--- src/design/rice_byte_encoder_unit_defines.svh ---
// Assertion macros for the Rice byte encoder.
// Used by the top level; the macros expect signals named clk and rst_n in scope.
`ifndef RICE_BYTE_ENCODER_UNIT_DEFINES_SVH
`define RICE_BYTE_ENCODER_UNIT_DEFINES_SVH

// Same-cycle implication, checked outside reset.
`define RBE_ASSERT_IMP(lbl, ante, cons, msg) \
    lbl: assert property (@(posedge clk) disable iff (!rst_n) (ante) |-> (cons)) \
        else $error(msg);

// Next-cycle implication, checked outside reset.
`define RBE_ASSERT_NXT(lbl, ante, cons, msg) \
    lbl: assert property (@(posedge clk) disable iff (!rst_n) (ante) |=> (cons)) \
        else $error(msg);

`endif

--- src/design/rbe_pkg.sv ---
// Shared types, constants and helper functions for the Rice byte encoder.
// No dependencies; imported by rbe_packer and rice_byte_encoder_unit.
package rbe_pkg;

    localparam int BYTE_BITS = 8;
    localparam int PEND_BITS = BYTE_BITS - 1;
    localparam int CNT_BITS  = 3;

    localparam logic [3:0] RICE_K_RESET = 4'd6;
    localparam logic [3:0] RICE_K_MIN   = 4'd1;
    localparam logic [3:0] RICE_K_MAX   = 4'd8;

    localparam logic [CNT_BITS-1:0] CNT_FULL = 3'd7;

    localparam logic CMD_ENCODE = 1'b0;
    localparam logic CMD_FLUSH  = 1'b1;

    // Sequencer states.
    typedef enum logic [2:0] {
        ST_IDLE,
        ST_ONES,
        ST_ZERO,
        ST_REM,
        ST_PAD,
        ST_DONE
    } state_t;

    // Request from the sequencer to the bit packer.
    typedef struct packed {
        logic push;
        logic bit_val;
        logic drain;
    } pack_req_t;

    // Status from the bit packer back to the sequencer.
    typedef struct packed {
        logic push_taken;
        logic cnt_zero;
        logic cnt_full;
        logic hold_valid;
    } pack_stat_t;

    // Completed byte handed to the output register.
    typedef struct packed {
        logic                 valid;
        logic [BYTE_BITS-1:0] data;
        logic                 last;
    } pack_emit_t;

    // Clamp the Rice parameter to the supported range.
    function automatic logic [3:0] eff_k(input logic [3:0] k);
        logic [3:0] r;
        if (k < RICE_K_MIN)
        begin
            r = RICE_K_MIN;
        end
        else if (k > RICE_K_MAX)
        begin
            r = RICE_K_MAX;
        end
        else
        begin
            r = k;
        end
        return r;
    endfunction

endpackage

--- src/design/rbe_packer.sv ---
// Bit packer: collects coded bits MSB first into bytes and holds the newest full byte.
// Depends on rbe_pkg.
module rbe_packer (
    input  logic               clk,
    input  logic               rst_n,
    input  rbe_pkg::pack_req_t req,
    input  logic               out_free,
    output rbe_pkg::pack_stat_t stat,
    output rbe_pkg::pack_emit_t emit
);
    import rbe_pkg::*;

    logic [PEND_BITS-1:0] acc_reg, acc_next;
    logic [CNT_BITS-1:0]  cnt_reg, cnt_next;
    logic [BYTE_BITS-1:0] hold_reg, hold_next;
    logic                 hold_valid_reg, hold_valid_next;
    logic                 fills;
    logic                 taken;

    // A push that completes a byte must first move the held byte out.
    assign fills = (cnt_reg == CNT_FULL);
    assign taken = req.push && !(fills && hold_valid_reg && !out_free);

    always_comb
    begin
        acc_next        = acc_reg;
        cnt_next        = cnt_reg;
        hold_next       = hold_reg;
        hold_valid_next = hold_valid_reg;
        emit.valid      = 1'b0;
        emit.data       = hold_reg;
        emit.last       = 1'b0;
        if (taken)
        begin
            if (fills)
            begin
                emit.valid      = hold_valid_reg;
                hold_next       = {acc_reg, req.bit_val};
                hold_valid_next = 1'b1;
                acc_next        = '0;
                cnt_next        = '0;
            end
            else
            begin
                acc_next = {acc_reg[PEND_BITS-2:0], req.bit_val};
                cnt_next = cnt_reg + 3'd1;
            end
        end
        else if (req.drain && hold_valid_reg && out_free)
        begin
            // The held byte is the final one of this transaction.
            emit.valid      = 1'b1;
            emit.last       = 1'b1;
            hold_valid_next = 1'b0;
        end
    end

    assign stat.push_taken = taken;
    assign stat.cnt_zero   = (cnt_reg == '0);
    assign stat.cnt_full   = fills;
    assign stat.hold_valid = hold_valid_reg;

    // Pending bits and count are architectural state and reset to zero.
    always_ff @(posedge clk or negedge rst_n)
    begin
        if (!rst_n)
        begin
            acc_reg        <= '0;
            cnt_reg        <= '0;
            hold_valid_reg <= 1'b0;
        end
        else
        begin
            acc_reg        <= acc_next;
            cnt_reg        <= cnt_next;
            hold_valid_reg <= hold_valid_next;
        end
    end

    // Held byte payload.
    always_ff @(posedge clk)
    begin
        hold_reg <= hold_next;
    end

endmodule

--- src/design/rice_byte_encoder_unit.sv ---
// Rice byte encoder: codes one bit per cycle unless an output stall holds it. An encode
// codes q one-bits, a stop zero and k remainder bits, then closes; a flush pads the
// pending bits with one-bits to a full byte (none when nothing is pending), then closes.
// The next transaction is accepted once the sequencer is back in the idle state.
// The last byte is registered as the closing state ends; output stalls hold the
// sequencer. Reset clears the sequencer, the pending bits and count, and sets rice_k to 6.
`include "rice_byte_encoder_unit_defines.svh"

module rice_byte_encoder_unit (
    input  logic                          clk,
    input  logic                          rst_n,
    input  logic                          cfg_wr_en,
    input  logic [3:0]                    cfg_wr_data,
    input  logic                          sym_valid,
    output logic                          sym_ready,
    input  logic                          cmd,
    input  logic [7:0]                    symbol,
    output logic                          byte_valid,
    input  logic                          byte_ready,
    output logic [rbe_pkg::BYTE_BITS-1:0] packed_byte,
    output logic                          last
);
    import rbe_pkg::*;

    state_t     state_reg, state_next;
    logic [3:0] rice_k_reg;
    logic [7:0] sym_reg, sym_next;
    logic [6:0] ones_left_reg, ones_left_next;
    logic [3:0] rem_left_reg, rem_left_next;
    logic [3:0] rem_idx;
    logic [3:0] k_now;
    logic [7:0] q_now;

    logic                 out_valid_reg;
    logic [BYTE_BITS-1:0] out_byte_reg;
    logic                 out_last_reg;
    logic                 out_free;

    pack_req_t  req;
    pack_stat_t stat;
    pack_emit_t emit;

    // Configuration register.
    always_ff @(posedge clk or negedge rst_n)
    begin
        if (!rst_n)
        begin
            rice_k_reg <= RICE_K_RESET;
        end
        else if (cfg_wr_en)
        begin
            rice_k_reg <= cfg_wr_data;
        end
    end

    assign k_now    = eff_k(rice_k_reg);
    assign q_now    = symbol >> k_now;
    assign rem_idx  = rem_left_reg - 4'd1;
    assign out_free = !out_valid_reg || byte_ready;
    assign sym_ready = (state_reg == ST_IDLE);

    // Bit sequencer: unary quotient, stop bit, remainder bits, or flush padding.
    always_comb
    begin
        state_next     = state_reg;
        sym_next       = sym_reg;
        ones_left_next = ones_left_reg;
        rem_left_next  = rem_left_reg;
        req.push       = 1'b0;
        req.bit_val    = 1'b1;
        req.drain      = 1'b0;
        case (state_reg)
            ST_IDLE:
            begin
                if (sym_valid)
                begin
                    sym_next       = symbol;
                    ones_left_next = q_now[6:0];
                    rem_left_next  = k_now;
                    if (cmd == CMD_FLUSH)
                    begin
                        state_next = ST_PAD;
                    end
                    else if (q_now != 8'd0)
                    begin
                        state_next = ST_ONES;
                    end
                    else
                    begin
                        state_next = ST_ZERO;
                    end
                end
            end
            ST_ONES:
            begin
                req.push = 1'b1;
                if (stat.push_taken)
                begin
                    ones_left_next = ones_left_reg - 7'd1;
                    if (ones_left_reg == 7'd1)
                    begin
                        state_next = ST_ZERO;
                    end
                end
            end
            ST_ZERO:
            begin
                req.push    = 1'b1;
                req.bit_val = 1'b0;
                if (stat.push_taken)
                begin
                    state_next = ST_REM;
                end
            end
            ST_REM:
            begin
                req.push    = 1'b1;
                req.bit_val = sym_reg[rem_idx[2:0]];
                if (stat.push_taken)
                begin
                    rem_left_next = rem_left_reg - 4'd1;
                    if (rem_left_reg == 4'd1)
                    begin
                        state_next = ST_DONE;
                    end
                end
            end
            ST_PAD:
            begin
                // Pad with one-bits until the pending byte is complete.
                if (stat.cnt_zero)
                begin
                    state_next = ST_DONE;
                end
                else
                begin
                    req.push = 1'b1;
                    if (stat.push_taken && stat.cnt_full)
                    begin
                        state_next = ST_DONE;
                    end
                end
            end
            ST_DONE:
            begin
                req.drain = 1'b1;
                if (!stat.hold_valid || out_free)
                begin
                    state_next = ST_IDLE;
                end
            end
            default:
            begin
                state_next = ST_IDLE;
            end
        endcase
    end

    // Sequencer state register.
    always_ff @(posedge clk or negedge rst_n)
    begin
        if (!rst_n)
        begin
            state_reg <= ST_IDLE;
        end
        else
        begin
            state_reg <= state_next;
        end
    end

    // Sequencer payload registers.
    always_ff @(posedge clk)
    begin
        sym_reg       <= sym_next;
        ones_left_reg <= ones_left_next;
        rem_left_reg  <= rem_left_next;
    end

    rbe_packer u_packer (
        .clk      (clk),
        .rst_n    (rst_n),
        .req      (req),
        .out_free (out_free),
        .stat     (stat),
        .emit     (emit)
    );

    // Output register: loaded only when empty or being taken.
    always_ff @(posedge clk or negedge rst_n)
    begin
        if (!rst_n)
        begin
            out_valid_reg <= 1'b0;
        end
        else if (emit.valid)
        begin
            out_valid_reg <= 1'b1;
        end
        else if (byte_ready)
        begin
            out_valid_reg <= 1'b0;
        end
    end

    always_ff @(posedge clk)
    begin
        if (emit.valid)
        begin
            out_byte_reg <= emit.data;
            out_last_reg <= emit.last;
        end
    end

    assign byte_valid  = out_valid_reg;
    assign packed_byte = out_byte_reg;
    assign last        = out_last_reg;

    // Checks on the sequencer and output register.
    `RBE_ASSERT_IMP(a_idle_hold_empty, sym_ready, !stat.hold_valid,
                    "held byte left over when a new transaction can start")
    `RBE_ASSERT_IMP(a_no_overwrite, emit.valid, out_free,
                    "output register overwritten before it was taken")
    `RBE_ASSERT_NXT(a_idle_stays, (state_reg == ST_IDLE) && !sym_valid,
                    state_reg == ST_IDLE, "sequencer left idle without a transaction")

endmodule
--- config.mk ---
export PLATFORM = sky130hd
export DESIGN_NAME = rice_byte_encoder_unit
export DESIGN_NICKNAME = d
export VERILOG_FILES = /design/src/design/rbe_pkg.sv /design/src/design/rbe_packer.sv /design/src/design/rice_byte_encoder_unit.sv
export VERILOG_INCLUDE_DIRS = /design/src /design/src/design
export SDC_FILE = /design/constraint.sdc
export NUM_CORES = 1
export LEC_CHECK = 0
export BUFFER_PORTS_ARGS = -buffer_cell sky130_fd_sc_hd__buf_2
export CAP_MARGIN = 20
export CORE_MARGIN = 4
export CORE_UTILIZATION = 40
export CTS_BUF_LIST = sky130_fd_sc_hd__clkbuf_8
export DETAILED_ROUTE_END_ITERATION = 10
export HOLD_SLACK_MARGIN = 0.02
export PLACE_DENSITY = 0.59
export SYNTH_ARGS = -nofsm -noshare
export SYNTH_HDL_FRONTEND = slang
export SYNTH_SLANG_ARGS = --single-unit
--- constraint.sdc ---
create_clock -name clk -period 2 [get_ports clk]
set_input_delay 0.4 -clock clk [delete_from_list [all_inputs] [get_ports clk]]
set_output_delay 0.4 -clock clk [all_outputs]
set_load 0.005 [all_outputs]
==> flow_metrics.tcl <==
set metrics [dict create \
    status "finished, final reports clean" \
    holdBufCountCts 0 \
    ios 29 \
    fmax_ghz 0.5073 \
    synth_top_cell_area_share 0.3904 \
    clockBufferDepth 2 \
    grt_pass1_wl_um 8694 \
    rsz0062_at_grt "yes" \
    antenna_found_initial 0 \
    internal_power_w 0.002693 \
    yosys.area.top_type "edfxtp_1" \
    cp_max_fo 4 \
    max-vdd-ir-drop_mv 0.6421 \
    maxSlewViolCount 0 \
    initial_core_util 0.4098 \
    clockRootBuffer "clkbuf_8" \
    cts.sinks 55 \
    power_frac_clock 0.146 \
    synth_area_leaders "edfxtp_1 39%, dfrtp_1 15%, nand2_1 4.1%" \
    drtIter0Drc 58 \
    cts_tree "yes" \
    worstSetupPathType "flop to flop" \
    grt_pass1_vias 1853 \
    detail-route-antenna-nets 0 \
    critical_path_required_ps 2240 \
    arrival_ps 2210 \
    slew_headroom 0.6789 \
    drc_errors 0 \
    syn_area_um2 2769 \
    finalSetupViolations 0 \
    ys.flop_type "edfxtp_1" \
    maxCapViolCount 0 \
    place_hpwl_um 3940 \
    grt_util_all_layers 0.1304 \
    fin_cells 371 \
    switching_share 0.3645 \
    cp-start-kind "flop" \
    min_period_ps 1971 \
    place_congestion 0.7909 \
    leakage_nw 1.350 \
    post_drt_wl_per_cell_um 14.32 \
    drive_above_1_share 0.2680 \
    seq_area_frac_synth 0.5630 \
    viasPerCell 5.237 \
    fin_nets 315 \
    min_path_type "input pin to async pin" \
    synth.distinct_cells 51 \
    syn_area_per_cell_um2 11.30 \
    powerDensity_nw_per_um2 1311 \
    die-area_um2 8317 \
    die_x_um 91.20 \
    syn_nets 270 \
    p_comb_frac 0.417 \
    yosysMostFrequentCell "edfxtp_1" \
    skew_ps 10.01 \
    worst_pin_slew_ps 481.6 \
    syn_inst 245 \
    ys_ff_latch 55 \
    clk_pin_slew_ps 100 \
    diodes 0 \
    synth_commonest_cells "36 x edfxtp_1, 30 x nand2_1, 18 x nor2_1" \
    seq_area_um2 1559 \
    port_buffers 28 \
    clk-insertion-delay-late_ps 300 \
    synth_edf_count 36 \
    drt_wl_total_um 5311 \
    seqPwrFrac 0.436 \
    final_hold_viol_count 0 \
    areaGrowthSynthToFinish_pct 16.76 \
    yosys_warnings 0 \
    cp-end-kind "flop" \
    synthArstFlopShare 0.3455 \
    rows 30 \
    grt.overflow.total 0 \
    nFillCells 629 \
    multiInputGateArea_um2 1140 \
    fin_crit_sh 0.9855 \
    htree_levels 2 \
    firstDrtPassIters 4 \
    core-area_um2 6756 \
    die_h_um 91.20 \
    power.net_switching_w 0.001545 \
    post-place-cells 360 \
    grt_max_degree 20 \
    whs_ps 40.51 \
    numCtsBuffers 5 \
    vias 1943 \
]
## repair_timing
action / 4_1_cts / 5_1_grt
setup endpoints to repair: 1 / 24
pin swaps: 1 / 5
setup buffers: 0 / 3
resized for setup: 0 / 9
## cells by family (layout without fill, tap and decap cells)
| group | Yosys count | in the layout | share of synthesized area |
|---|---|---|---|
| compound gates | 49 | 49 | 0.1170 |
| mux | 15 | 15 | 0.06597 |
| buf+inv | 24 | 70 | 0.03751 |
| flops | 55 | 55 | 0.5630 |
| fa+ha+maj | 7 | 7 | 0.03163 |
| xor+xnor | 7 | 7 | 0.02214 |
| simple gates | 88 | 88 | 0.1627 |
## path summary, 6_finish.rpt
kind                            slack (ps)                            from                         to  cells past startpoint
min in group clk                       270                       symbol[0]       sym_reg[0]$_DFFE_PP_                      1
worst max-delay path                    30      ones_left_reg[3]$_DFFE_PP_   state_reg[1]$_DFFE_PN0P_                      6
worst max register to register          30      ones_left_reg[3]$_DFFE_PP_   state_reg[1]$_DFFE_PN0P_                      6
worst min-delay path                    40                           rst_n  rice_k_reg[0]$_DFFE_PN0P_                      1
max in group asynchronous             1610                           rst_n  rice_k_reg[1]$_DFFE_PN1P_                      1
worst min register to register         420  u_packer.hold_reg[5]$_DFFE_PP_   packed_byte[5]$_DFFE_PP_                      0
## worst max-delay path, stage by stage (launching register included)
cell	delay, ps
edfxtp_1	490
nor4_4	300
nand3_1	130
a311oi_2	400
a31oi_1	150
a311oi_2	280
o21a_1	150
## metal layers
metal,track usage,part of all wire
met2,0.2269,0.51
met3,0.02651,0.035
met4,0.03894,0.015
met5,0,0
met1,0.1629,0.43
## metrics by stage
step	setup TNS, ps	worst slack, ps	util	total power, W	instance area, um^2
floorplan	0	8.810	-	0.003004	2770
global placement	0	49.55	0.4569	0.003483	3087
detailed placement	0	8.991	0.4569	0.003517	3087
CTS	0	22.15	0.4704	0.004132	3178
global route	-225.3	-94.89	0.4785	0.004566	3233
finish	0	28.92	0.4785	0.004238	3233
## power by group through the flow
| stage | logic (W) | clock network, W | registers, W |
|---|---|---|---|
| floorplan | 0.00120 | 0 | 0.00180 |
| global placement | 0.00163 | 0 | 0.00185 |
| detailed placement | 0.00165 | 0 | 0.00186 |
| CTS | 0.00166 | 0.000635 | 0.00184 |
| global route | 0.00197 | 0.000694 | 0.00190 |
| finish | 0.00177 | 0.000620 | 0.00185 |
## cell type report
class	instances	area share
repair buffers	48	0.08978
clock inverters	2	0.002709
flip-flops and latches	55	0.4822
clock buffers	6	0.02554
inverters	14	0.01625
well taps	80	0.03096
multi-input cells	166	0.3526
## placed cells by master (no fill, tap or decap), types with 9 or more instances in the layout
cell      instances
buf_4            20
nand3b_1          9
buf_2            28
nor2_1           18
inv_1            15
nand2_1          29
dfrtp_1          17
o21ai_0          14
edfxtp_1         36
Power figures use the tool's default switching activity.
